### config.mk
export PLATFORM = sky130hd
export DESIGN_NAME = rgb_to_hsl_converter_core
export DESIGN_NICKNAME = d
export VERILOG_FILES = /design/src/design/rhc_pkg.sv /design/src/design/rhc_div_pipe.sv /design/src/design/rgb_to_hsl_converter_core.sv
export SDC_FILE = /design/constraint.sdc
export NUM_CORES = 2
export LEC_CHECK = 0
export BUFFER_PORTS_ARGS = -buffer_cell sky130_fd_sc_hd__clkbuf_2
export CAP_MARGIN = 10
export CELL_PAD_IN_SITES_DETAIL_PLACEMENT = 1
export CELL_PAD_IN_SITES_GLOBAL_PLACEMENT = 1
export CORE_MARGIN = 2
export CORE_UTILIZATION = 24
export CTS_BUF_LIST = sky130_fd_sc_hd__clkbuf_4 sky130_fd_sc_hd__clkbuf_8
export DETAILED_ROUTE_END_ITERATION = 16
export PLACE_DENSITY = 0.5
export SLEW_MARGIN = 20
export SYNTH_ARGS = -nofsm -noshare
export SYNTH_HDL_FRONTEND = slang
export SYNTH_SLANG_ARGS = --single-unit
### constraint.sdc
create_clock -name clock -period 13.8 [get_ports clock]
set_clock_uncertainty 0.1 [all_clocks]
set_input_delay 0 -clock clock [delete_from_list [all_inputs] [get_ports clock]]
set_output_delay 0 -clock clock [all_outputs]
set_load 0.02 [all_outputs]
### src/design/rhc_pkg.sv
// ----------------------------------------------------------------------------
// RGB to HSL converter package
// Shared widths, pipeline item types and the restoring divide step used by
// the converter core and its divider pipeline.
// ----------------------------------------------------------------------------
package rhc_pkg;

   localparam int FRAC_BITS          = 16;
   localparam int HUE_FRAC_BITS      = 6;
   localparam int CHAN_W             = 8;
   localparam int SUM_W              = CHAN_W + 1;
   localparam int HUE_W              = 15;
   localparam int FRAC_W             = FRAC_BITS + 1;
   localparam int NUM_W              = 11;
   localparam int DIV_W              = 24;
   localparam int DIV_BITS_PER_STAGE = 4;
   localparam int DIV_STAGES         = DIV_W / DIV_BITS_PER_STAGE;
   localparam int HUE_SECTOR         = 60 * (2 ** HUE_FRAC_BITS);
   // Lightness is sum * 2^FRAC_BITS / 510, i.e. (sum << LIGHT_SHIFT) * 256 / 255.
   localparam int LIGHT_SHIFT        = FRAC_BITS - 9;
   localparam int LIGHT_Z_W          = SUM_W + LIGHT_SHIFT;

   // One long division in flight: the work word shifts the dividend out at
   // the top and the quotient in at the bottom.
   typedef struct packed {
      logic [DIV_W-1:0]  work;
      logic [CHAN_W-1:0] rem;
      logic [CHAN_W-1:0] divisor;
   } div_lane_type;

   typedef struct packed {
      div_lane_type      sat;
      div_lane_type      hue;
      logic              grey;
      logic [FRAC_W-1:0] lightness;
      logic [CHAN_W-1:0] opacity;
   } div_item_type;

   function automatic div_lane_type div_step(div_lane_type lane);
      logic [CHAN_W:0] shifted;
      logic            fits;
      div_lane_type    res;
      shifted = {lane.rem, lane.work[DIV_W-1]};
      fits    = (shifted >= {1'b0, lane.divisor});
      res     = lane;
      if (fits) begin
         res.rem = CHAN_W'(shifted - {1'b0, lane.divisor});
      end else begin
         res.rem = shifted[CHAN_W-1:0];
      end
      res.work = {lane.work[DIV_W-2:0], fits};
      return res;
   endfunction

endpackage

### src/design/rhc_div_pipe.sv
// ----------------------------------------------------------------------------
// RGB to HSL divider pipeline
// Two restoring dividers side by side, a few quotient bits per register
// stage, with a valid bit per stage and a per-stage ready chain.
// ----------------------------------------------------------------------------
module rhc_div_pipe
   import rhc_pkg::*;
(
   input  logic         clock,
   input  logic         reset,
   input  logic         in_valid,
   output logic         in_stall,
   input  div_item_type in_item,
   output logic         out_valid,
   input  logic         out_stall,
   output div_item_type out_item
);

   logic         valid_ff  [DIV_STAGES];
   logic         valid_in  [DIV_STAGES];
   logic         ready     [DIV_STAGES];
   logic         src_valid [DIV_STAGES];
   div_item_type src_item  [DIV_STAGES];
   div_item_type item_ff   [DIV_STAGES];
   div_item_type item_in   [DIV_STAGES];

   for (genvar s = 0; s < DIV_STAGES; s++) begin : g_stage
      if (s == 0) begin : g_first
         assign src_valid[s] = in_valid;
         assign src_item[s]  = in_item;
      end else begin : g_next
         assign src_valid[s] = valid_ff[s-1];
         assign src_item[s]  = item_ff[s-1];
      end

      // A stage may take a new item when it is empty or its item moves on.
      if (s == DIV_STAGES - 1) begin : g_last
         assign ready[s] = !valid_ff[s] || !out_stall;
      end else begin : g_mid
         assign ready[s] = !valid_ff[s] || ready[s+1];
      end

      assign valid_in[s] = ready[s] ? src_valid[s] : valid_ff[s];

      always_comb begin
         item_in[s] = src_item[s];
         for (int k = 0; k < DIV_BITS_PER_STAGE; k++) begin
            item_in[s].sat = div_step(item_in[s].sat);
            item_in[s].hue = div_step(item_in[s].hue);
         end
      end

      always_ff @(posedge clock) begin
         if (reset) begin
            valid_ff[s] <= 1'b0;
         end else begin
            valid_ff[s] <= valid_in[s];
         end
         if (ready[s] && src_valid[s]) begin
            item_ff[s] <= item_in[s];
         end
      end
   end

   assign in_stall  = !ready[0];
   assign out_valid = valid_ff[DIV_STAGES-1];
   assign out_item  = item_ff[DIV_STAGES-1];

endmodule

### src/design/rgb_to_hsl_converter_core.sv
// ----------------------------------------------------------------------------
// RGB to HSL converter core
// Converts one 8-bit RGBA pixel per clock, while no stall holds the flow, into
// hue, saturation, lightness and the unchanged alpha.
// ----------------------------------------------------------------------------
// Usage:
// Pixels enter on the req_ channel and results leave on the rsp_ channel,
// one result per pixel, in order. An item moves when valid is high and
// stall is low on its channel.
// From acceptance to rsp_valid an item passes the front-end register (its
// dividends, divisors, grey flag and lightness), which loads at the
// accepting edge, then six divider stages of four quotient bits each and
// one output register.
// Throughput is one pixel per clock while nothing stalls; the two divisions
// are pipelined, so a new pixel may enter every cycle unless a stall holds it.
// Reset clears every valid bit; the block takes a pixel in the first cycle
// after reset. When the receiver stalls, results stay in the output
// register and items close up behind it; req_stall rises only once every
// stage is full.
// ----------------------------------------------------------------------------
module rgb_to_hsl_converter_core
   import rhc_pkg::*;
(
   input  logic              clock,
   input  logic              reset,
   input  logic              req_valid,
   output logic              req_stall,
   input  logic [CHAN_W-1:0] req_red,
   input  logic [CHAN_W-1:0] req_green,
   input  logic [CHAN_W-1:0] req_blue,
   input  logic [CHAN_W-1:0] req_opacity,
   output logic              rsp_valid,
   input  logic              rsp_stall,
   output logic [HUE_W-1:0]  rsp_hue,
   output logic [FRAC_W-1:0] rsp_saturation,
   output logic [FRAC_W-1:0] rsp_lightness,
   output logic [CHAN_W-1:0] rsp_opacity_out
);

   logic [CHAN_W-1:0]    mx;
   logic [CHAN_W-1:0]    mn;
   logic [CHAN_W-1:0]    diff;
   logic [SUM_W-1:0]     sum;
   logic [CHAN_W-1:0]    den;
   logic [NUM_W-1:0]     num;
   logic [LIGHT_Z_W-1:0] light_z;
   logic [FRAC_W-1:0]    light_q;
   div_item_type         fe_item_in;
   div_item_type         fe_item_ff;
   logic                 fe_valid_ff;
   logic                 fe_valid_in;
   logic                 fe_ready;
   logic                 div_in_stall;
   logic                 div_out_valid;
   div_item_type         div_out_item;
   logic                 out_ready;
   logic                 rsp_valid_ff;
   logic                 rsp_valid_in;
   logic [HUE_W-1:0]     rsp_hue_ff;
   logic [HUE_W-1:0]     rsp_hue_in;
   logic [FRAC_W-1:0]    rsp_sat_ff;
   logic [FRAC_W-1:0]    rsp_sat_in;
   logic [FRAC_W-1:0]    rsp_light_ff;
   logic [CHAN_W-1:0]    rsp_opacity_ff;

   // Front end: extremes, hue numerator scaled by d, divisors, lightness.
   always_comb begin
      mx = req_red;
      if (req_green > mx) mx = req_green;
      if (req_blue > mx)  mx = req_blue;
      mn = req_red;
      if (req_green < mn) mn = req_green;
      if (req_blue < mn)  mn = req_blue;
      diff = mx - mn;
      sum  = SUM_W'(mx) + SUM_W'(mn);
      if (sum < SUM_W'(255)) begin
         den = sum[CHAN_W-1:0];
      end else begin
         den = CHAN_W'(SUM_W'(510) - sum);
      end

      // The numerator is always in range, so modular arithmetic is exact.
      if (mx == req_red) begin
         num = NUM_W'(req_green) - NUM_W'(req_blue);
         if (req_green < req_blue) num = num + NUM_W'(6 * diff);
      end else if (mx == req_green) begin
         num = NUM_W'(req_blue) - NUM_W'(req_red) + NUM_W'(2 * diff);
      end else begin
         num = NUM_W'(req_red) - NUM_W'(req_green) + NUM_W'(4 * diff);
      end

      // z / 255 equals (z + 1 + (z >> 8)) >> 8 for every z up to 256 * 255.
      light_z = LIGHT_Z_W'(sum) << LIGHT_SHIFT;
      light_q = FRAC_W'((FRAC_W'(light_z) + FRAC_W'(1) + FRAC_W'(light_z >> 8)) >> 8);

      fe_item_in.sat.work    = DIV_W'(diff) << FRAC_BITS;
      fe_item_in.sat.rem     = '0;
      fe_item_in.sat.divisor = den;
      fe_item_in.hue.work    = DIV_W'(DIV_W'(num) * DIV_W'(HUE_SECTOR));
      fe_item_in.hue.rem     = '0;
      fe_item_in.hue.divisor = diff;
      fe_item_in.grey        = (diff == '0);
      fe_item_in.lightness   = FRAC_W'(light_z) + light_q;
      fe_item_in.opacity     = req_opacity;
   end

   assign fe_ready    = !fe_valid_ff || !div_in_stall;
   assign fe_valid_in = fe_ready ? req_valid : fe_valid_ff;
   assign req_stall   = !fe_ready;

   always_ff @(posedge clock) begin
      if (reset) begin
         fe_valid_ff <= 1'b0;
      end else begin
         fe_valid_ff <= fe_valid_in;
      end
      if (fe_ready && req_valid) begin
         fe_item_ff <= fe_item_in;
      end
   end

   rhc_div_pipe u_div_pipe (
      .clock     (clock),
      .reset     (reset),
      .in_valid  (fe_valid_ff),
      .in_stall  (div_in_stall),
      .in_item   (fe_item_ff),
      .out_valid (div_out_valid),
      .out_stall (!out_ready),
      .out_item  (div_out_item)
   );

   // Output register: a grey pixel has neither hue nor saturation.
   assign out_ready    = !rsp_valid_ff || !rsp_stall;
   assign rsp_valid_in = out_ready ? div_out_valid : rsp_valid_ff;
   assign rsp_hue_in   = div_out_item.grey ? '0 : div_out_item.hue.work[HUE_W-1:0];
   assign rsp_sat_in   = div_out_item.grey ? '0 : div_out_item.sat.work[FRAC_W-1:0];

   always_ff @(posedge clock) begin
      if (reset) begin
         rsp_valid_ff <= 1'b0;
      end else begin
         rsp_valid_ff <= rsp_valid_in;
      end
      if (out_ready && div_out_valid) begin
         rsp_hue_ff     <= rsp_hue_in;
         rsp_sat_ff     <= rsp_sat_in;
         rsp_light_ff   <= div_out_item.lightness;
         rsp_opacity_ff <= div_out_item.opacity;
      end
   end

   assign rsp_valid       = rsp_valid_ff;
   assign rsp_hue         = rsp_hue_ff;
   assign rsp_saturation  = rsp_sat_ff;
   assign rsp_lightness   = rsp_light_ff;
   assign rsp_opacity_out = rsp_opacity_ff;

endmodule
==> summary.md <==
| Metric | Value |
|---|---|
| Slew @ Worst Pin | `1.00 ns` |
| Die Ht | `412 um` |
| Max frequency | `93.1 MHz` |
| RR Startpoint | `u_div_pipe.item_ff[0][67]` |
| Tot GR Track Use | `12.2%` |
| CTS Buf Count | `95` |
| Root buffer cell | `clkbuf_8` |
| CP Launch Point | `u_div_pipe.item_ff[0][67]` |
| Slowest stage delay, CP | `0.66 ns` |
| Final period utilization | `77.8%` |
| Initial antenna violation count | `3` |
| Req. time, crit path | `14.19 ns` |
| GR Overflow Total | `0` |
| Detailed Routing Iterations Pass 1 | `5` |
| GPL Wtd Cong | `0.799` |
| TritonCTS clock tree | `yes` |
| Slowest CP cell | `a21oi_1` |
| FF-to-FF End | `u_div_pipe.item_ff[1][76]` |
| Vias per inst | `4.49` |
| Mapped Area | `0.0399 mm2` |
| Clock sinks | `537` |
| Critical Path Source Type | `register` |
| Yosys cell types | `100` |
| CP Max Fanout | `12` |
| Final worst setup slack | `3.06 ns` |
| Worst min-delay path category | `input port to register` |
| Hold Crit Depth | `3` |
| Reg2Reg Setup Slack | `3.06 ns` |
| Number of cell rows | `149` |
| Nets | `4,532` |
| Yosys warns | `0` |
| Post-DR wirelength/cell | `16.6 um` |
| First-pass GRT wire length | `165 mm` |
| DPL Wire Length | `82.3 mm` |
| Final Util | `27.6%` |
| Fin crit period | `10.74 ns` |
| Met3 usage | `1.50%` |
| Core ar. | `0.165 mm2` |
| Die Span X | `412 um` |
| Drt total wl | `104 mm` |
| Syn Inst Count | `3,775` |
| EDFF count, synth | `529` |
| H-tree Lvls | `3` |
| CP arrival | `11.13 ns` |
| Clk pin slew, worst setup/hold paths | `0.05 ns` |
| Largest net degree at the start of global routing | `70` |
| Most used flip-flop cell after synthesis | `edfxtp_1` |
| Syn-to-layout area delta | `14.2%` |
| Hold Path Sink | `u_div_pipe.valid_ff[1]` |
| Outcome | `completed` |
| Min-delay src | `reset` |
| Post-synthesis sequential area ratio | `40.2%` |
| M2 GR Usage | `20.8%` |
| Vias in the first global route | `29,548` |
| Layer with the highest usage | `met2` |
| Worst slew margin | `33.1%` |
| Initial core utilization | `24.2%` |
| Post-synth ARST share | `0%` |
| Syn_area_per_cell | `10.6 um2` |
| Port Buf Inserts | `94` |
| CP Capture Type | `register` |
| Synth area leaders | `edfxtp_1 40%, ha_1 14%, mux2_2 5.3%` |
| Setup TNS | `0 ns` |
| Post-route ant nets | `0` |
| GRT met1 Usage | `16.3%` |
| Final Hold Fails | `0` |
| Max_cap viols | `0` |
| Setup Crit Path Kind | `register to register` |
| DR iter-0 viols | `988` |
| Worst slack at placement | `2.83 ns` |
| Post-synth top area cell | `edfxtp_1` |
| Clk_lat worst skew | `0.74 ns` |
| Clock buffer depth | `3` |
| Worst Reg-to-Reg Cells | `44` |
| Setup violators final | `0` |
| Die Area | `0.170 mm2` |
| Synth Register Bits | `537` |
| Crit path top cell by count | `o21ai_0` |
| Via count | `28,032` |
| Synth top area share | `39.8%` |
| RSZ-0062 raised after global routing | `false` |
| Max Transition Viols Final | `0` |
| # DRC | `0` |
| Layout cell share with drive strength beyond 1 | `13.5%` |
| IO Pins | `95` |
-- through the flow --
| step | cells | hold WS (ns) | instance area [um2] |
|---|---|---|---|
| detailed placement | 6043 | 0.0797 | 43200 |
| floorplan | 3777 | -0.00113 | 39900 |
| global placement | 6043 | 0.0792 | 43200 |
| global route | 6243 | 0.103 | 45600 |
| CTS | 6241 | 0.0420 | 45600 |
| finish | 6244 | 0.140 | 45600 |
-- cells in the mapped netlist (all sizes together), types with 25 or more instances --
cell type	number
a21boi	54
a21o	80
a21oi	249
and2	25
clkbuf	27
edfxtp	529
fa	57
ha	462
inv	380
mux2	197
mux2i	66
nand2	201
nand2b	32
nand3	48
nand4	39
nor2	280
nor2b	116
nor3	48
o21a	52
o21ai	237
o21bai	31
o31ai	28
xnor2	213
xor2	79
-- metal layers --
metal / share of wire (%) / wire length [um]
met5: 0 / 0
met4: 1.9 / 1970
met3: 1.9 / 2000
met2: 47 / 49200
met1: 49 / 50600
-- worst max path at each step --
stage	to	slack, ns	depth (start not counted)
6_report	u_div_pipe.item_ff[1][76]	3.06	44
2_1_floorplan	fe_item_ff[64]	4.47	47
3_3_place_gp	fe_item_ff[64]	3.02	41
4_1_cts	u_div_pipe.item_ff[1][76]	2.87	44
5_1_grt	u_div_pipe.item_ff[1][80]	1.81	44
3_5_place_dp	fe_item_ff[64]	2.83	42
-- cells by family after synthesis --
kind of cell	after synthesis	share of synthesized area, %
simple gates	879	10.7
compound gates	853	13.8
flops	537	40.2
fa+ha+maj	522	17.4
buf+inv	428	4.15
xor+xnor	292	6.41
mux	263	7.32
other cells	1	0.00940
-- repair_timing --
action,CTS,global route
endpoints found under the hold margin,71,0
buffers inserted,0,0
resized for setup,0,0
setup endpoints to repair,0,0
hold buffers,26,0
-- cell type report --
| class | count | area [um2] |
|---|---|---|
| fillers | 18756 | 119000 |
| multi-input cells | 2812 | 22300 |
| flip-flops and latches | 537 | 16000 |
| well taps | 2189 | 2740 |
| clock buffers | 128 | 1560 |
| inverters | 382 | 1440 |
| repair buffers | 149 | 948 |
| clock inverters | 44 | 536 |
| diodes | 3 | 7.51 |
-- flip-flops by register name, indices dropped and copies added (netlist names) --
| signal | flops |
|---|---|
| rsp_saturation | 17 |
| rsp_opacity_out | 8 |
| fe_valid_ff | 1 |
| fe_item_ff | 56 |
| rsp_lightness | 17 |
| u_div_pipe.valid_ff | 6 |
| rsp_hue | 15 |
| rsp_valid | 1 |
| u_div_pipe.item_ff | 416 |
-- worst max-delay path: cells and delay by family (launching register included) --
| kind | cells | cell delay [ns] |
|---|---|---|
| flops | 1 | 0.53 |
| fa+ha+maj | 4 | 1.27 |
| mux | 2 | 0.75 |
| buf+inv | 4 | 0.66 |
| simple gates | 7 | 1.03 |
| compound gates | 27 | 6.14 |
-- cells in the final DEF (no fill, tap or decap), types with 52 or more instances in the layout --
master      n
a21oi_1   248
inv_1     378
clkbuf_2   94
a21o_1     80
o21a_1     52
edfxtp_1  529
nor2b_1   112
xnor2_1   213
xor2_1     79
nand2_1   199
mux2_2    187
mux2i_1    65
fa_1       57
nor2_1    280
ha_1      462
o21ai_0   213
clkbuf_8   95
Power is not shown: default switching activity piles up to over one toggle a cycle in this logic, so the estimate is an artifact.
